File: src/avm_pkg.sv
`timescale 1ns / 1ps
// ----------------------------------------------------------------------------
// avm_pkg
// Shared types and constants of the averaging voltmeter with display and PWM.
// ----------------------------------------------------------------------------
package avm_pkg;

   parameter int SAMPLES_PER_AVERAGE = 4;

   localparam int SampleW = 10;
   localparam int SumW    = SampleW + $clog2(SAMPLES_PER_AVERAGE);
   localparam int CntW    = (SAMPLES_PER_AVERAGE > 1) ? $clog2(SAMPLES_PER_AVERAGE) : 1;
   localparam int VoltW   = 6;
   localparam int PeriodW = 16;
   localparam int DutyW   = 8;
   localparam int ProdW   = PeriodW + DutyW;
   localparam int ScaleW  = 16;
   localparam int SegW    = 7;
   localparam int DigW    = 2;

   localparam int DivNumW  = ProdW;
   localparam int DivDenW  = 10;
   localparam int DivQW    = 16;
   localparam int RecipW   = 24;
   localparam int DivProdW = DivNumW + RecipW;

   localparam logic [PeriodW-1:0] PeriodReset  = 16'd50000;
   localparam logic [DivDenW-1:0] FullScale    = 10'd1023;
   localparam logic [DivDenW-1:0] Percent      = 10'd100;
   localparam logic [ScaleW-1:0]  VoltScale    = 16'd33;
   localparam logic [ScaleW-1:0]  VoltRound    = 16'd511;
   localparam logic [DutyW-1:0]   DutyPerTenth = 8'd3;
   localparam logic [DutyW-1:0]   DutyLimit    = 8'd100;

   // reciprocal divides, exact over each numerator range
   localparam int AvgShift  = SumW + 4;
   localparam int VoltShift = 26;
   localparam int PwmShift  = 30;
   localparam logic [RecipW-1:0] AvgRecip = RecipW'(((64'd1 << AvgShift) +
      64'(SAMPLES_PER_AVERAGE) - 64'd1) / 64'(SAMPLES_PER_AVERAGE));
   localparam logic [RecipW-1:0] VoltRecip = RecipW'(((64'd1 << VoltShift) +
      64'(FullScale) - 64'd1) / 64'(FullScale));
   localparam logic [RecipW-1:0] PwmRecip = RecipW'(((64'd1 << PwmShift) +
      64'(Percent) - 64'd1) / 64'(Percent));

   localparam logic [1:0] SwMeasure = 2'd0;
   localparam logic [1:0] SwFreeze  = 2'd1;

   localparam logic [DigW-1:0] DigNone = 2'd0;
   localparam logic [DigW-1:0] DigLow  = 2'd1;
   localparam logic [DigW-1:0] DigHigh = 2'd2;

   typedef enum logic [1:0] {
      OP_SAMPLE = 2'd0,
      OP_TICK   = 2'd1,
      OP_MODE   = 2'd2,
      OP_NONE   = 2'd3
   } opcode_type;

   typedef enum logic [1:0] {
      DIV_AVG,
      DIV_VOLT,
      DIV_PWM
   } div_sel_type;

   typedef enum logic [3:0] {
      ST_IDLE,
      ST_AVG_START,
      ST_AVG_WAIT,
      ST_SCALE,
      ST_VOLT_START,
      ST_VOLT_WAIT,
      ST_PWM_START,
      ST_PWM_WAIT,
      ST_RESP
   } state_type;

   typedef struct packed {
      logic        accept;
      logic        div_start;
      div_sel_type div_sel;
      logic        load_scale;
      logic        write_volt;
      logic        write_cmp;
   } cmd_type;

   typedef struct packed {
      logic avg_go;
      logic pwm_go;
      logic div_busy;
   } stat_type;

endpackage

File: src/avm_req_if.sv
`timescale 1ns / 1ps
// ----------------------------------------------------------------------------
// avm_req_if
// Event channel: opcode, converter sample and mode switches.
// ----------------------------------------------------------------------------
interface avm_req_if;
   logic       valid;
   logic       ready;
   logic [1:0] opcode;
   logic [9:0] sample_value;
   logic [1:0] switches;

   modport source (output valid, output opcode, output sample_value, output switches,
                   input ready);
   modport sink (input valid, input opcode, input sample_value, input switches,
                 output ready);
endinterface

File: src/avm_rsp_if.sv
`timescale 1ns / 1ps
// ----------------------------------------------------------------------------
// avm_rsp_if
// Result channel: display drive, PWM compare and averaged voltage.
// ----------------------------------------------------------------------------
interface avm_rsp_if;
   logic        valid;
   logic        ready;
   logic [6:0]  segments;
   logic [1:0]  digit_enable;
   logic [15:0] pwm_compare;
   logic [5:0]  voltage;
   logic        voltage_updated;

   modport source (output valid, output segments, output digit_enable,
                   output pwm_compare, output voltage, output voltage_updated,
                   input ready);
   modport sink (input valid, input segments, input digit_enable,
                 input pwm_compare, input voltage, input voltage_updated,
                 output ready);
endinterface

File: src/averaging_voltmeter_display_pwm.sv
`timescale 1ns / 1ps
// ----------------------------------------------------------------------------
// averaging_voltmeter_display_pwm
// Averaging voltmeter with 7-segment display drive and PWM compare output.
// A sample that closes a group runs two reciprocal-multiply divides by
// constants plus a scale step; a PWM update runs one divide. One
// transaction in flight at a time.
// Synchronous active-high reset; period resets to 50000, measuring enabled.
// ----------------------------------------------------------------------------
module averaging_voltmeter_display_pwm
   import avm_pkg::*;
(
   input  logic               clock,
   input  logic               reset,
   avm_req_if.sink            req_chan,
   avm_rsp_if.source          rsp_chan,
   input  logic               csr_wr_en,
   input  logic [PeriodW-1:0] csr_wr_data
);

   cmd_type  cmd;
   stat_type stat;

   avm_ctrl u_ctrl (
      .clock     (clock),
      .reset     (reset),
      .req_valid (req_chan.valid),
      .req_ready (req_chan.ready),
      .rsp_valid (rsp_chan.valid),
      .rsp_ready (rsp_chan.ready),
      .stat      (stat),
      .cmd       (cmd)
   );

   avm_dp u_dp (
      .clock           (clock),
      .reset           (reset),
      .cmd             (cmd),
      .stat            (stat),
      .csr_wr_en       (csr_wr_en),
      .csr_wr_data     (csr_wr_data),
      .opcode          (req_chan.opcode),
      .sample_value    (req_chan.sample_value),
      .switches        (req_chan.switches),
      .segments        (rsp_chan.segments),
      .digit_enable    (rsp_chan.digit_enable),
      .pwm_compare     (rsp_chan.pwm_compare),
      .voltage         (rsp_chan.voltage),
      .voltage_updated (rsp_chan.voltage_updated)
   );

endmodule

File: src/avm_div.sv
`timescale 1ns / 1ps
// ----------------------------------------------------------------------------
// avm_div
// Shared divide by a constant: reciprocal multiply registered in the cycle
// after start, quotient shifted out and registered in the cycle after that.
// ----------------------------------------------------------------------------
module avm_div
   import avm_pkg::*;
(
   input  logic               clock,
   input  logic               reset,
   input  logic               start,
   input  div_sel_type        sel,
   input  logic [DivNumW-1:0] num,
   output logic               busy,
   output logic [DivQW-1:0]   quot
);

   logic [DivProdW-1:0] prod_ff, prod_in;
   div_sel_type         sel_ff, sel_in;
   logic                pend_ff, pend_in;
   logic [DivQW-1:0]    q_ff, q_in;
   logic [RecipW-1:0]   recip;
   logic [DivQW-1:0]    shifted;

   always_comb begin
      case (sel)
         DIV_AVG:  recip = AvgRecip;
         DIV_VOLT: recip = VoltRecip;
         default:  recip = PwmRecip;
      endcase
   end

   always_comb begin
      case (sel_ff)
         DIV_AVG:  shifted = DivQW'(prod_ff >> AvgShift);
         DIV_VOLT: shifted = DivQW'(prod_ff >> VoltShift);
         default:  shifted = DivQW'(prod_ff >> PwmShift);
      endcase
   end

   always_comb begin
      prod_in = prod_ff;
      sel_in  = sel_ff;
      pend_in = 1'b0;
      q_in    = q_ff;
      if (start) begin
         prod_in = DivProdW'(num) * DivProdW'(recip);
         sel_in  = sel;
         pend_in = 1'b1;
      end
      if (pend_ff) begin
         q_in = shifted;
      end
   end

   always_ff @(posedge clock) begin
      if (reset) begin
         pend_ff <= 1'b0;
      end else begin
         pend_ff <= pend_in;
      end
      prod_ff <= prod_in;
      sel_ff  <= sel_in;
      q_ff    <= q_in;
   end

   assign busy = pend_ff;
   assign quot = q_ff;

endmodule

File: src/avm_dp.sv
`timescale 1ns / 1ps
// ----------------------------------------------------------------------------
// avm_dp
// Datapath: sample accumulator, voltage scaling, display drive, mode and
// PWM compare registers, with the shared divider.
// ----------------------------------------------------------------------------
module avm_dp
   import avm_pkg::*;
(
   input  logic               clock,
   input  logic               reset,
   input  cmd_type            cmd,
   output stat_type           stat,
   input  logic               csr_wr_en,
   input  logic [PeriodW-1:0] csr_wr_data,
   input  logic [1:0]         opcode,
   input  logic [SampleW-1:0] sample_value,
   input  logic [1:0]         switches,
   output logic [SegW-1:0]    segments,
   output logic [DigW-1:0]    digit_enable,
   output logic [PeriodW-1:0] pwm_compare,
   output logic [VoltW-1:0]   voltage,
   output logic               voltage_updated
);

   function automatic logic [SegW-1:0] seg_code(input logic [3:0] d);
      logic [SegW-1:0] s;
      case (d)
         4'd0:    s = 7'h3F;
         4'd1:    s = 7'h06;
         4'd2:    s = 7'h5B;
         4'd3:    s = 7'h4F;
         4'd4:    s = 7'h66;
         4'd5:    s = 7'h6D;
         4'd6:    s = 7'h7D;
         4'd7:    s = 7'h07;
         4'd8:    s = 7'h7F;
         4'd9:    s = 7'h6F;
         default: s = 7'h00;
      endcase
      return s;
   endfunction

   logic [PeriodW-1:0] period_ff, period_in;
   logic [SumW-1:0]    sum_ff, sum_in;
   logic [CntW-1:0]    cnt_ff, cnt_in;
   logic [VoltW-1:0]   volt_ff, volt_in;
   logic               high_ff, high_in;
   logic [SegW-1:0]    seg_ff, seg_in;
   logic [DigW-1:0]    dig_ff, dig_in;
   logic [PeriodW-1:0] cmp_ff, cmp_in;
   logic               meas_ff, meas_in;
   logic               upd_ff, upd_in;
   logic [ProdW-1:0]   prod_ff, prod_in;
   logic [ScaleW-1:0]  scale_ff, scale_in;

   opcode_type         op;
   logic [DutyW-1:0]   duty;
   logic [3:0]         tens;
   logic [3:0]         units;
   logic               last;

   logic [DivNumW-1:0] div_num;
   logic               div_busy;
   logic [DivQW-1:0]   div_quot;

   assign op   = opcode_type'(opcode);
   assign duty = DutyW'(volt_ff) * DutyPerTenth;
   assign last = cnt_ff == CntW'(SAMPLES_PER_AVERAGE - 1);

   always_comb begin
      if (volt_ff >= 6'd60)      tens = 4'd6;
      else if (volt_ff >= 6'd50) tens = 4'd5;
      else if (volt_ff >= 6'd40) tens = 4'd4;
      else if (volt_ff >= 6'd30) tens = 4'd3;
      else if (volt_ff >= 6'd20) tens = 4'd2;
      else if (volt_ff >= 6'd10) tens = 4'd1;
      else                       tens = 4'd0;
      units = 4'(volt_ff - VoltW'(tens) * 6'd10);
   end

   assign stat.avg_go   = (op == OP_SAMPLE) && meas_ff && last;
   assign stat.pwm_go   = (op == OP_MODE) && !(switches inside {SwMeasure, SwFreeze}) &&
                          (duty != '0) && (duty < DutyLimit);
   assign stat.div_busy = div_busy;

   always_comb begin
      case (cmd.div_sel)
         DIV_AVG:  div_num = DivNumW'(sum_ff);
         DIV_VOLT: div_num = DivNumW'(scale_ff);
         default:  div_num = prod_ff;
      endcase
   end

   avm_div u_div (
      .clock (clock),
      .reset (reset),
      .start (cmd.div_start),
      .sel   (cmd.div_sel),
      .num   (div_num),
      .busy  (div_busy),
      .quot  (div_quot)
   );

   always_comb begin
      period_in = csr_wr_en ? csr_wr_data : period_ff;
      sum_in    = sum_ff;
      cnt_in    = cnt_ff;
      volt_in   = volt_ff;
      high_in   = high_ff;
      seg_in    = seg_ff;
      dig_in    = dig_ff;
      cmp_in    = cmp_ff;
      meas_in   = meas_ff;
      upd_in    = upd_ff;
      prod_in   = prod_ff;
      scale_in  = scale_ff;
      if (cmd.accept) begin
         upd_in  = 1'b0;
         prod_in = ProdW'(period_ff) * ProdW'(duty);
         case (op)
            OP_SAMPLE: begin
               if (meas_ff) begin
                  sum_in = sum_ff + SumW'(sample_value);
                  cnt_in = last ? '0 : cnt_ff + 1'b1;
               end
            end
            OP_TICK: begin
               high_in = !high_ff;
               seg_in  = high_ff ? seg_code(tens) : seg_code(units);
               dig_in  = high_ff ? DigHigh : DigLow;
            end
            OP_MODE: begin
               meas_in = switches != SwFreeze;
            end
            default: begin
            end
         endcase
      end
      if (cmd.load_scale) begin
         scale_in = ScaleW'(div_quot[SampleW-1:0]) * VoltScale + VoltRound;
      end
      if (cmd.write_volt) begin
         volt_in = div_quot[VoltW-1:0];
         sum_in  = '0;
         upd_in  = 1'b1;
      end
      if (cmd.write_cmp) begin
         cmp_in = div_quot[PeriodW-1:0];
      end
   end

   always_ff @(posedge clock) begin
      if (reset) begin
         period_ff <= PeriodReset;
         sum_ff    <= '0;
         cnt_ff    <= '0;
         volt_ff   <= '0;
         high_ff   <= 1'b0;
         seg_ff    <= '0;
         dig_ff    <= DigNone;
         cmp_ff    <= '0;
         meas_ff   <= 1'b1;
         upd_ff    <= 1'b0;
      end else begin
         period_ff <= period_in;
         sum_ff    <= sum_in;
         cnt_ff    <= cnt_in;
         volt_ff   <= volt_in;
         high_ff   <= high_in;
         seg_ff    <= seg_in;
         dig_ff    <= dig_in;
         cmp_ff    <= cmp_in;
         meas_ff   <= meas_in;
         upd_ff    <= upd_in;
      end
      prod_ff  <= prod_in;
      scale_ff <= scale_in;
   end

   assign segments        = seg_ff;
   assign digit_enable    = dig_ff;
   assign pwm_compare     = cmp_ff;
   assign voltage         = volt_ff;
   assign voltage_updated = upd_ff;

endmodule

File: src/avm_ctrl.sv
`timescale 1ns / 1ps
// ----------------------------------------------------------------------------
// avm_ctrl
// Controller: accepts one transaction, sequences the divide and scale steps,
// then holds the result until it is taken.
// ----------------------------------------------------------------------------
module avm_ctrl
   import avm_pkg::*;
(
   input  logic     clock,
   input  logic     reset,
   input  logic     req_valid,
   output logic     req_ready,
   output logic     rsp_valid,
   input  logic     rsp_ready,
   input  stat_type stat,
   output cmd_type  cmd
);

   state_type state_ff, state_in;

   always_comb begin
      state_in = state_ff;
      case (state_ff)
         ST_IDLE: begin
            if (req_valid) begin
               if (stat.avg_go)      state_in = ST_AVG_START;
               else if (stat.pwm_go) state_in = ST_PWM_START;
               else                  state_in = ST_RESP;
            end
         end
         ST_AVG_START:  state_in = ST_AVG_WAIT;
         ST_AVG_WAIT:   if (!stat.div_busy) state_in = ST_SCALE;
         ST_SCALE:      state_in = ST_VOLT_START;
         ST_VOLT_START: state_in = ST_VOLT_WAIT;
         ST_VOLT_WAIT:  if (!stat.div_busy) state_in = ST_RESP;
         ST_PWM_START:  state_in = ST_PWM_WAIT;
         ST_PWM_WAIT:   if (!stat.div_busy) state_in = ST_RESP;
         ST_RESP:       if (rsp_ready) state_in = ST_IDLE;
         default:       state_in = ST_IDLE;
      endcase
   end

   always_comb begin
      req_ready      = 1'b0;
      rsp_valid      = 1'b0;
      cmd            = '0;
      cmd.div_sel    = DIV_AVG;
      case (state_ff)
         ST_IDLE: begin
            req_ready  = 1'b1;
            cmd.accept = req_valid;
         end
         ST_AVG_START: begin
            cmd.div_start = 1'b1;
            cmd.div_sel   = DIV_AVG;
         end
         ST_SCALE: begin
            cmd.load_scale = 1'b1;
         end
         ST_VOLT_START: begin
            cmd.div_start = 1'b1;
            cmd.div_sel   = DIV_VOLT;
         end
         ST_VOLT_WAIT: begin
            cmd.write_volt = !stat.div_busy;
         end
         ST_PWM_START: begin
            cmd.div_start = 1'b1;
            cmd.div_sel   = DIV_PWM;
         end
         ST_PWM_WAIT: begin
            cmd.write_cmp = !stat.div_busy;
         end
         ST_RESP: begin
            rsp_valid = 1'b1;
         end
         default: begin
         end
      endcase
   end

   always_ff @(posedge clock) begin
      if (reset) begin
         state_ff <= ST_IDLE;
      end else begin
         state_ff <= state_in;
      end
   end

endmodule

File: src/flat_wrapper.sv
// flat-port wrapper written by rule: the top's interface ports become plain ports
module averaging_voltmeter_display_pwm_flat import avm_pkg::*;
  (clock, reset, csr_wr_en, csr_wr_data, req_chan_valid, req_chan_opcode, req_chan_sample_value, req_chan_switches, req_chan_ready, rsp_chan_valid, rsp_chan_segments, rsp_chan_digit_enable, rsp_chan_pwm_compare, rsp_chan_voltage, rsp_chan_voltage_updated, rsp_chan_ready);
  avm_req_if req_chan_i ();
  avm_rsp_if rsp_chan_i ();
  input  logic clock;
  input  logic reset;
  input  logic csr_wr_en;
  input  logic [PeriodW-1:0] csr_wr_data;
  input wire logic [$bits(req_chan_i.valid)-1:0] req_chan_valid;
  input wire logic [$bits(req_chan_i.opcode)-1:0] req_chan_opcode;
  input wire logic [$bits(req_chan_i.sample_value)-1:0] req_chan_sample_value;
  input wire logic [$bits(req_chan_i.switches)-1:0] req_chan_switches;
  output wire logic [$bits(req_chan_i.ready)-1:0] req_chan_ready;
  output wire logic [$bits(rsp_chan_i.valid)-1:0] rsp_chan_valid;
  output wire logic [$bits(rsp_chan_i.segments)-1:0] rsp_chan_segments;
  output wire logic [$bits(rsp_chan_i.digit_enable)-1:0] rsp_chan_digit_enable;
  output wire logic [$bits(rsp_chan_i.pwm_compare)-1:0] rsp_chan_pwm_compare;
  output wire logic [$bits(rsp_chan_i.voltage)-1:0] rsp_chan_voltage;
  output wire logic [$bits(rsp_chan_i.voltage_updated)-1:0] rsp_chan_voltage_updated;
  input wire logic [$bits(rsp_chan_i.ready)-1:0] rsp_chan_ready;
  assign req_chan_i.valid = req_chan_valid;
  assign req_chan_i.opcode = req_chan_opcode;
  assign req_chan_i.sample_value = req_chan_sample_value;
  assign req_chan_i.switches = req_chan_switches;
  assign req_chan_ready = req_chan_i.ready;
  assign rsp_chan_valid = rsp_chan_i.valid;
  assign rsp_chan_segments = rsp_chan_i.segments;
  assign rsp_chan_digit_enable = rsp_chan_i.digit_enable;
  assign rsp_chan_pwm_compare = rsp_chan_i.pwm_compare;
  assign rsp_chan_voltage = rsp_chan_i.voltage;
  assign rsp_chan_voltage_updated = rsp_chan_i.voltage_updated;
  assign rsp_chan_i.ready = rsp_chan_ready;
  averaging_voltmeter_display_pwm u_core (.clock(clock), .reset(reset), .req_chan(req_chan_i), .rsp_chan(rsp_chan_i), .csr_wr_en(csr_wr_en), .csr_wr_data(csr_wr_data));
endmodule
File: config.mk
export PLATFORM = sky130hd
export DESIGN_NAME = averaging_voltmeter_display_pwm_flat
export DESIGN_NICKNAME = d
export VERILOG_FILES = /design/src/avm_pkg.sv /design/src/avm_req_if.sv /design/src/avm_rsp_if.sv /design/src/averaging_voltmeter_display_pwm.sv /design/src/avm_div.sv /design/src/avm_dp.sv /design/src/avm_ctrl.sv /design/src/flat_wrapper.sv
export SDC_FILE = /design/constraint.sdc
export NUM_CORES = 1
export LEC_CHECK = 0
export BUFFER_PORTS_ARGS = -buffer_cell sky130_fd_sc_hd__clkbuf_2
export CORE_AREA = 2 2 285 287
export CTS_CLUSTER_DIAMETER = 100
export DETAILED_ROUTE_END_ITERATION = 6
export DIE_AREA = 0 0 287 289
export GPL_ROUTABILITY_DRIVEN = 0
export PLACE_DENSITY_LB_ADDON = 0.2
export SETUP_SLACK_MARGIN = 0.3
export SLEW_MARGIN = 25
export SYNTH_ARGS = -nofsm -noshare
export SYNTH_HDL_FRONTEND = slang
export SYNTH_SLANG_ARGS = --single-unit
File: constraint.sdc
create_clock -name clock -period 16.25 [get_ports clock]
set_input_delay 1.625 -clock clock [delete_from_list [all_inputs] [get_ports clock]]
set_output_delay 1.625 -clock clock [all_outputs]
set_load 0.01 [all_outputs]
After elaboration in Yosys (flattened, before gate mapping)
Memory sizes are Yosys's and may differ from the RTL's.
Index checks and enable logic that the tools add are counted.
{"block": "totals", "output_inout_bits": 34, "word_cells": 105, "input_bits": 35, "mem_count": 2, "mem_bits_ro": 224, "regBits": 173}
{"block": "classes", "muxes": 29, "mul": 5, "n_reduce_logical": 22, "n_lt_le_gt_ge": 7, "eq_ne": 19, "add_sub_neg": 4}
{"memory": "(name not given)", "words": 16, "word_bits": 7, "rd": 1, "rd_ports_with_merged_regs": 0, "write_ports": 0, "line": "avm_dp.sv:28", "rtl": "case (d)"}
{"memory": "(name not given)", "words": 16, "word_bits": 7, "rd": 1, "rd_ports_with_merged_regs": 0, "write_ports": 0, "line": "avm_dp.sv:28"}
{"operator": "$pmux 24 s2", "count": 2}
{"operator": "$mul 24x24->46", "count": 1}
{"operator": "$pmux 16 s2", "count": 1}
{"operator": "$pmux 4 s8", "count": 1}
{"operator": "$mul 16x8->24", "count": 1}
{"operator": "$mux 4", "count": 6}
{"operator": "$ge 6x6->1 const B", "count": 3}
{"operator": "$add 16x9->16 const B", "count": 1}
{"operator": "$eq 4x3->1 const B", "count": 4}
{"operator": "$mul 10x6->16 const B", "count": 1}
{"operator": "$add 12x10->12", "count": 1}
{"operator": "$ge 6x5->1 const B", "count": 2}
{"operator": "$mux 1", "count": 10}
{"operator": "$mux 3", "count": 3}
{"operator": "$pmux 3 s3", "count": 1}
{"operator": "$eq 2x1->1 const B", "count": 4}
{"operator": "$eq 4x2->1 const B", "count": 2}
{"operator": "$logic_not 2->1", "count": 4}
{"operator": "$lt 8x7->1 const B", "count": 1}
{"operator": "$mul 6x2->8 const B", "count": 1}
{"operator": "$mux 2", "count": 4}
{"operator": "$ne 2x2->1 const B", "count": 4}
{"operator": "$reduce_bool 8->1", "count": 1}
{"operator": "$mux 7", "count": 1}
{"operator": "16 further kinds", "count": 26}

Depth between registers and ports, before layout
Gate-level depths: netlist of run 1.
An unclocked memory read counts as a cell.
{"block": "depth", "depth_word": 11, "depth_mapped": 31, "depth_no_buf": 28}

Cells and area by module
Synthesis of run 1 repeated with hierarchy kept, for this count alone.
{"block": "hier_totals", "hier_cells": 2485, "hier_area_um2": 24423.4}
{"module": "avm_div", "n_inst": 1, "seq_area_each_um2": 1461.4, "cells_each": 1361, "area_per_inst_um2": 14004.7}
{"module": "avm_dp", "n_inst": 1, "seq_area_each_um2": 2462.4, "cells_each": 1074, "area_per_inst_um2": 10045.9}
{"module": "avm_ctrl", "n_inst": 1, "seq_area_each_um2": 80.1, "cells_each": 50, "area_per_inst_um2": 372.9}

Worst setup path after synthesis of run 1
OpenSTA, ideal clock, no wires.
{"block": "synth_timing", "path_type": "flip-flop to flip-flop", "from": "register u_core.u_ctrl.state_ff[0]", "to": "register u_core.u_dp.u_div.prod_ff[44] (data pin)", "slack_ns": 8.793, "required_ns": 15.992, "setup_ns": 0.258, "period_less_slack_ns": 7.457, "path_stages_with_launch": 32, "path_buffers": 4, "arrival_ns": 7.199, "path_cell_list": "dfxtp_1 -> clkbuf_1 -> nor2_1 -> and3_1 -> clkbuf_1 -> clkbuf_1 -> buf_1 -> nand2_1 -> inv_1 -> ha_1 -> inv_1 -> fa_1 -> inv_1 -> fa_1 -> inv_1 -> fa_1 -> inv_1 -> fa_1 -> fa_1 -> inv_1 -> fa_1 -> inv_1 -> ha_1 -> a21o_1 -> a21oi_2 -> o211ai_1 -> a221oi_1 -> a21oi_1 -> a31o_2 -> a311o_1 -> a21oi_1 -> xnor2_1"}
{"item": "from (decl)", "line": "avm_ctrl.sv:20", "rtl": "state_type state_ff, state_in;"}
{"item": "from (signal assigned)", "line": "avm_ctrl.sv:87", "rtl": "state_ff <= state_in;"}
{"item": "to (signal assigned)", "line": "avm_div.sv:63", "rtl": "prod_ff <= prod_in;"}
{"item": "to (decl)", "line": "avm_div.sv:19", "rtl": "logic [DivProdW-1:0] prod_ff, prod_in;"}

Final worst setup path of run 1
{"block": "layout_timing", "from": "register u_core.u_ctrl.state_ff[3]", "to": "register u_core.u_dp.u_div.prod_ff[38] (data pin)"}
{"block": "layout_between", "elab_chain_len": 5, "elab_cells_between_ends": 9, "classes_between": "mul: 1; eq/ne: 4; mux: 3; reduce/logical: 1"}
{"item": "$eq 4x3->1 / $eq 4x1->1 (equally long branches)", "line": "avm_ctrl.sv:49", "rtl": "case (state_ff)"}
{"item": "$pmux 3 s3 *", "line": "avm_ctrl.sv:49"}
{"item": "$eq 2x1->1 / $logic_not 2->1 (equally long branches)", "line": "avm_div.sv:27, avm_dp.sv:88"}
{"item": "$pmux 24 s2, on equally long branches", "line": "avm_dp.sv:88, avm_div.sv:27"}
{"item": "$mul 24x24->46 *", "line": "avm_div.sv:48", "rtl": "prod_in = DivProdW'(num) * DivProdW'(recip);"}
Mark *: on every way between the ends. The rest lies on a longest branch, timed or not.
A chain may end at the register's enable or synchronous reset.

==> results of run 1 <==
## sequential cells by signal, summed over array words and instances (netlist names), 6 cells and up
register                   count
u_core.u_dp.u_div.prod_ff     30
u_core.u_dp.prod_ff           24
u_core.u_dp.period_ff         16
u_core.u_dp.pwm_compare       16
u_core.u_dp.scale_ff          16
u_core.u_dp.u_div.quot        16
u_core.u_dp.sum_ff            12
u_core.u_dp.segments           7
u_core.u_dp.voltage            6
## cell families after synthesis
family                     count (synthesis)  share of synthesized area
DFF                                      156                      0.169
and+or+nand+nor                          508                      0.102
xor gates and xnor gates                  72                     0.0277
adders and majority gates                757                      0.506
AOI/OAI and AO/OA                        294                     0.0800
other                                      1                   0.000158
muxes                                     38                     0.0160
buffers and inverters                    614                     0.0987
## layer usage
layer	up-vias	GRT usage	wire length [um]
li1	7847	-	-
met2	266	0.268	30400
met4	0	0.0263	830
met1	8113	0.217	30100
met5	-	0	0
met3	38	0.0227	2140
## area by class of cell
class                      instances  area, um2  share of cell area
tap                             1060       1330              0.0513
clock inverter                    13        164             0.00633
inverter                         562       2110              0.0815
sequential                       156       4000               0.155
clock buffer                      19        464              0.0179
timing repair buffer              78        415              0.0161
multi-input combinational       1677      17400               0.672
## power groups by stage
| stage | sequential [mW] | combinational (mW) | clock [mW] |
|---|---|---|---|
| floorplan | 0.444 | 0.0583 | 0 |
| global placement | 0.458 | 0.0810 | 0 |
| detailed placement | 0.457 | 0.0812 | 0 |
| CTS | 0.448 | 0.0823 | 0.439 |
| global route | 0.450 | 0.0928 | 0.455 |
| finish | 0.448 | 0.0814 | 0.426 |
## worst max-delay path: cells and delay by family (launching register included)
kind	cells	cell delay, ns
AOI/OAI and AO/OA	4	0.98
xor gates and xnor gates	1	0.15
adders and majority gates	8	3.57
buffers and inverters	9	1.35
DFF	1	0.38
and+or+nand+nor	6	1.70
## placed cells by master, fill, tap and decap left out, types with 38 or more instances in the layout
cell      count
a21oi_1     105
fa_1        337
inv_1       561
o21ai_0      55
nor2_1       70
mux2i_1      38
xnor2_1      52
nand2_1     238
dfxtp_1      68
clkbuf_2     68
edfxtp_1     88
ha_1        420
and2_1       83
## worst max path at each step
stage | endpoint | cells past startpoint | slack, ns
final | u_core.u_dp.u_div.prod_ff[38]$_DFFE_PN_ | 28 | 7.81
after global routing | u_core.u_dp.u_div.prod_ff[38]$_DFFE_PN_ | 28 | 7.36
after CTS | u_core.u_dp.u_div.prod_ff[38]$_DFFE_PN_ | 27 | 7.78
after detailed placement | u_core.u_dp.u_div.prod_ff[38]$_DFFE_PN_ | 28 | 7.88
after global placement | u_core.u_dp.u_div.prod_ff[44]$_DFFE_PN_ | 27 | 7.94
after floorplan | u_core.u_dp.u_div.prod_ff[44]$_DFFE_PN_ | 31 | 8.79
==> metrics.md, run 1 <==
| Metric | Value |
|---|---|
| Run status | complete, no violations |
| Maximum clock rate | around 120 MHz |
| GRT Util Overall | 0.158 |
| Switching power | 249 uW |
| Yosys reg bits | approximately 160 |
| Setup bufs post-CTS | 0 |
| Syn Inst Count | around 2400 |
| Max Slew Vio Count | 0 |
| Worst skew pair latency | about 0.44 ns |
| Endpoints failing setup | 0 |
| Site Rows | ~100 |
| CTS Buffer Depth | 2 |
| Post-route ant nets | 0 |
| Total wire length | between 60 and 70 mm |
| Setup_tns | 0 ns |
| CTS Hold Bufs | 0 |
| Final core occ | 0.324 |
| Layout cells sized above 1 | 0.0575 |
| Dominant cell by count in the synthesized netlist | inv_1 |
| CTS resizes | 0 |
| Number of synthesized flops with an enable pin | between 80 and 90 |
| Area of the core | ~0.080 mm2 |
| Dpl cell area | between 0.02 and 0.03 mm2 |
| Sw Ratio | 0.260 |
| Fillers | ~8400 |
| Initial antenna violation count | 0 |
| Number of buffers created by CTS | 17 |
| P_int | just over 700 uW |
| Fin cells | approximately 3600 |
| CP max-delay cell | inv_1 |
| Worst hold margin | around 0.45 ns |
| DR vias | 16264 |
| Clock power share | 0.446 |
| Synth area leader | fa_1 |
| Worst endpoint required time | between 15 and 20 ns |
| Number of global-route vias before repair | around 18000 |
| Pre-CTS setup slack | about 8 ns |
| Die area | ~0.083 mm2 |
| Total of max-cap violations | 0 |
| Largest net degree at the start of global routing | between 60 and 70 |
| Placed Cells | between 3000 and 4000 |
| Nets | between 3000 and 4000 |
| CTS Root Cell | clkbuf_16 |
| Final Hold Fails | 0 |
| I/O pin cnt | 69 |
| Crit Path Class | flop to flop |
| GR Overflow Total | 0 |
| Tot Pwr | 956 uW |
| Reg clk slew, reported paths | 0.07 ns |
| Clock tree from TritonCTS | done |
| Ranking of synthesized cells by area | fa_1, ha_1, edfxtp_1 |
| Synth top area share | 0.285 |
| Leak Pwr | 14.4 nW |
| Hold_sp | u_core.u_dp.segments[2]$_SDFFE_PP0P_ |
| Hold EP | u_core.u_dp.segments[2]$_SDFFE_PP0P_ |
| Clock sink count | ~160 |
| Crit path top cell by count | inv_1 |
| Slew at the pin with the worst max-slew slack | 1.01 ns |
| Max-slew headroom | 0.327 |
| Synth Cell Area | about 0.024 mm2 |
| Worst Hold Path Cells | 2 |
| Final Worst Setup Slack | a little under 8 ns |
| DIE WIDTH | around 290 um |
| Starting Density | 0.297 |
| Synth warn | 0 |
| RR Startpoint | u_core.u_ctrl.state_ff[3]$_SDFFE_PP0P_ |
| Starting DRT DRC Count | around 730 |
| Comb pwr share | 0.085 |
| RSZ-0062 raised after global routing | no |
| Worst Skew | approximately 0.014 ns |
| Post-synthesis async set-or-reset flop share | 0 |
| Antenna diodes | 0 |
| Drt wl/cell | 17.8 um |
| PwrDens | 37.0 mW/mm2 |
| Drt drc | 0 |
| Vias/cell | between 4 and 5 |
| Reg2Reg Setup Slack | a little under 8 ns |
| Pre-antenna DRT Iters | 5 |
| Library cells used by synthesis | around 80 |
| Tmin final | 8.44 ns |
| RR Endpoint | u_core.u_dp.u_div.prod_ff[38]$_DFFE_PN_ |
| Max FO, Critical Path | 26 |
| CP endpoint kind | flop |
| CP max stage delay | between 0.5 and 0.6 ns |
| Reg power frac | 0.469 |
| Max VDD drop | about 0.07 mV |
| Post-DP HPWL | 54.0 mm |
| Startpoint types | flop |
| H-tree levels | 4 |
| Critical Path Source | u_core.u_ctrl.state_ff[3]$_SDFFE_PP0P_ |
| Height of the die | slightly below 300 um |
| Post-synthesis sequential area ratio | 0.169 |
| Period utilization | 0.519 |
| First-pass GRT wire length | between 100 and 150 mm |
| Area Overhead vs Synth | 9.16% |
| Syn avg cell area | 9.71 um2 |
| Worst Hold Class | flop to flop |
| Post-route cell area | 0.0259 mm2 |
| Top cells by count, synth | inv_1, ha_1, fa_1, nand2_1, a21oi_1 |
| R2R depth | 28 |
| CP Data Arrival Time | 8.63 ns |
| Main synth FF type | edfxtp_1 |
| # port buffers | approximately 70 |
Power figures use the tool's default switching activity.
==> run 2, diff against run 1 <==
--- a/config.mk
+++ b/config.mk
@@ -5,11 +5,12 @@
 export SDC_FILE = /design/constraint.sdc
 export NUM_CORES = 1
 export LEC_CHECK = 0
+export ABC_AREA = 1
 export BUFFER_PORTS_ARGS = -buffer_cell sky130_fd_sc_hd__clkbuf_2
-export CORE_AREA = 2 2 285 287
+export CORE_AREA = 2 2 290 292
 export CTS_CLUSTER_DIAMETER = 100
 export DETAILED_ROUTE_END_ITERATION = 6
-export DIE_AREA = 0 0 287 289
+export DIE_AREA = 0 0 292 294
 export GPL_ROUTABILITY_DRIVEN = 0
 export PLACE_DENSITY_LB_ADDON = 0.2
 export SETUP_SLACK_MARGIN = 0.3
==> constraint.sdc (replaced) <==
create_clock -name clock -period 8.77 [get_ports clock]
set_input_delay 0.877 -clock clock [delete_from_list [all_inputs] [get_ports clock]]
set_output_delay 0.877 -clock clock [all_outputs]
set_load 0.01 [all_outputs]
==> metrics.md, run 2 <==
| Metric | Value |
|---|---|
| Total wire length | 73.0 mm (+15%) |
| Synth top area share | 0.273 (-0.0112) |
| Reg clk slew, reported paths | 0.08 ns (about the same) |
| Largest net degree at the start of global routing | 33 (-46%) |
| Largest Register | u_core.u_dp.u_div.prod_ff |
| Most frequent cells in the layout | inv_1, ha_1, nand2_1 |
| Worst hold margin | 0.469 ns (+0.0148 ns) |
| Synth Cell Area | 0.0247 mm2 (+4.1%) |
| Synth warn | 0 (unchanged) |
| Slew at the pin with the worst max-slew slack | 0.948 ns (-0.0593 ns) |
| Main synth FF type | edfxtp_1 |
| CTS Root Cell | clkbuf_16 |
| DR vias | 18395 (+13%) |
| Worst skew pair latency | 0.44 ns (about the same) |
| Dominant cell by count in the synthesized netlist | inv_1 |
| Biggest regs | u_core.u_dp.u_div.prod_ff x30, u_core.u_dp.prod_ff x24 |
| Syn Inst Count | 2846 (+17%) |
| GRT Util Overall | 0.175 (+0.0173) |
| Number of global-route vias before repair | 19130 (+9.0%) |
| Top cells by count, synth | inv_1, ha_1, nand2_1, fa_1, nor2_1 |
| Startpoint types | flop |
| Worst endpoint required time | 8.95 ns (-7.49 ns) |
| Placed Cells | 3983 (+13%) |
| Area Overhead vs Synth | 9.37% |
| Post-DP HPWL | 64.1 mm (+19%) |
| Tmin final | 7.90 ns (-0.539 ns) |
| Run status | complete, no violations |
| Setup_tns | 0 ns (unchanged) |
| CP endpoint kind | flop |
| Ranking of synthesized cells by area | fa_1, ha_1, inv_1 |
| Tot Pwr | 1.77 mW (+85%) |
| Worst Hold Path Cells | 2 (unchanged) |
| Starting DRT DRC Count | 1107 (+51%) |
| Starting Density | 0.298 (+0.000948) |
| Yosys reg bits | 156 (unchanged) |
| Total of max-cap violations | 0 (unchanged) |
| Post-synthesis sequential area ratio | 0.162 (-0.00662) |
| Library cells used by synthesis | 54 (-33%) |
| Final core occ | 0.325 (+0.00164) |
| Final Worst Setup Slack | 0.868 ns (-6.94 ns) |
| Leak Pwr | 15.3 nW (+5.9%) |
| Pre-CTS setup slack | 0.961 ns (-6.92 ns) |
| PwrDens | 65.6 mW/mm2 (+78%) |
| RSZ-0062 raised after global routing | no |
| Site Rows | 106 (+1.9%) |
| Number of buffers created by CTS | 17 (unchanged) |
| Syn avg cell area | 8.67 um2 (-11%) |
| Final Hold Fails | 0 (unchanged) |
| Fin cells | 4015 (+13%) |
| Hold EP | u_core.u_dp.voltage_updated$_SDFFE_PP0P_ |
| CTS Hold Bufs | 0 (unchanged) |
| Max FO, Critical Path | 12 (-54%) |
| GR Overflow Total | 0 (unchanged) |
| CTS Buffer Depth | 2 (unchanged) |
| Maximum clock rate | 127 MHz (+6.8%) |
| Max Slew Vio Count | 0 (unchanged) |
| Number of synthesized flops with an enable pin | 88 (unchanged) |
| RR Startpoint | u_core.u_ctrl.state_ff[2]$_SDFFE_PP0P_ |
| Vias/cell | 4.58 (+0.43%) |
| Max-slew headroom | 0.367 (+0.0397) |
| # port buffers | 68 (unchanged) |
| Post-synthesis async set-or-reset flop share | 0 (unchanged) |
| CTS resizes | 0 (unchanged) |
| Setup bufs post-CTS | 0 (unchanged) |
| Critical Path Source | u_core.u_ctrl.state_ff[2]$_SDFFE_PP0P_ |
| R2R depth | 27 (-3.6%) |
| Crit Path Class | flop to flop |
| Initial antenna violation count | 1 (+1) |
| Hold_sp | u_core.u_dp.voltage_updated$_SDFFE_PP0P_ |
| Nets | 3714 (+13%) |
| H-tree levels | 4 (unchanged) |
| Max VDD drop | 0.131 mV (+83%) |
| Height of the die | 294 um (+1.7%) |
| Post-route cell area | 0.0270 mm2 (+4.3%) |
| Dpl cell area | 0.0264 mm2 (+4.5%) |
| Period utilization | 0.901 (+0.382) |
| First-pass GRT wire length | 114 mm (+14%) |
| Max reg flops | 30 (unchanged) |
| Most common cell after layout, fill and taps aside | inv_1 |
| Drt drc | 0 (unchanged) |
| Worst Skew | 0.0144 ns (+0.000715 ns) |
| Endpoints failing setup | 0 (unchanged) |
| Clock sink count | 156 (unchanged) |
| DIE WIDTH | 292 um (+1.7%) |
| Drt wl/cell | 18.2 um (+2.2%) |
| Multi-input logic area | 0.0177 mm2 (+2.0%) |
| Post-route ant nets | 0 (unchanged) |
| RR Endpoint | u_core.u_dp.u_div.prod_ff[40]$_DFFE_PN_ |
| Fillers | 8819 (+5.6%) |
| Reg2Reg Setup Slack | 0.87 ns (-6.94 ns) |
| Area of the core | 0.0829 mm2 (+3.7%) |
| Clock tree from TritonCTS | done |
| Pre-antenna DRT Iters | 6 (+1) |
| Die area | 0.0858 mm2 (+3.5%) |
| Antenna diodes | 0 (unchanged) |
| Synth area leader | fa_1 |
| CP Data Arrival Time | 8.08 ns (-0.55 ns) |
| I/O pin cnt | 69 (unchanged) |
| Worst Hold Class | flop to flop |
| FF/Latch Area | 0.00400 mm2 (unchanged) |
| Layout cells sized above 1 | 0.0572 (-0.000245) |
==> run 2: changes by cell type after synthesis, moves of 13 or more <==
cell | previous run | this run
nor2_1 | 72 | 201
a21oi_1 | 105 | 157
xor2_1 | 18 | 46
inv_1 | 561 | 727
nand3_1 | 14 | 66
xnor2_1 | 52 | 25
nand2_1 | 238 | 358
o21ai_0 | 55 | 145
nand2b_1 | 14 | 0
mux2i_1 | 38 | 1
and2_1 | 83 | 0
clkbuf_1 | 41 | 28
nor2b_1 | 23 | 0
==> run 2: area by class of cell <==
class                      count  share of cell area
tap                         1080              0.0501
multi-input combinational   1917               0.658
clock inverter                13             0.00529
clock buffer                  19              0.0168
sequential                   156               0.148
inverter                     740               0.103
timing repair buffer          90              0.0187
==> run 2: worst max-delay path by stage <==
stage	cells past startpoint	to	slack [ns]
global route	29	u_core.u_dp.u_div.prod_ff[38]$_DFFE_PN_	0.46
floorplan	26	u_core.u_dp.u_div.prod_ff[34]$_DFFE_PN_	2.46
detailed placement	27	u_core.u_dp.u_div.prod_ff[39]$_DFFE_PN_	0.96
CTS	27	u_core.u_dp.u_div.prod_ff[39]$_DFFE_PN_	0.90
finish	27	u_core.u_dp.u_div.prod_ff[40]$_DFFE_PN_	0.87
global placement	27	u_core.u_dp.u_div.prod_ff[39]$_DFFE_PN_	0.66
==> run 2: logic make-up after synthesis <==
kind of cell	synth area share
DFF	0.162
muxes	0.000406
other	0.000152
AOI/OAI and AO/OA	0.0887
xor gates and xnor gates	0.0270
buffers and inverters	0.120
adders and majority gates	0.486
and+or+nand+nor	0.115
==> run 2: critical path, cell delays in order, from the launching register on <==
cell and delay (ns):
dfxtp_1 0.35, inv_1 0.09, nor2_4 0.14, nand2_4 0.11
inv_1 0.43, o21ai_0 0.17, a21oi_1 0.40, inv_1 0.21
nor2_2 0.60, ha_1 0.26, inv_1 0.05, fa_1 0.49
fa_1 0.52, inv_1 0.06, fa_1 0.59, fa_1 0.48
fa_1 0.50, inv_1 0.06, fa_1 0.48, inv_1 0.05
ha_1 0.36, a21oi_1 0.26, o21ai_0 0.15, a21oi_1 0.28
nor2_1 0.07, a211oi_1 0.18, nand3_1 0.13, xor2_1 0.15
==> run 2: per-layer routing <==
| layer | GRT usage | wire (um) | vias up |
|---|---|---|---|
| li1 | - | - | 9013 |
| met1 | 0.243 | 34300 | 9028 |
| met2 | 0.296 | 34900 | 293 |
| met3 | 0.0157 | 2120 | 61 |
| met4 | 0.0414 | 1660 | 0 |
| met5 | 0 | 0 | - |
==> run 2: report_power, final <==
part	switching, mW	internal [mW]
logic	0.118	0.0607
registers	0.0280	0.792
clock network	0.350	0.423
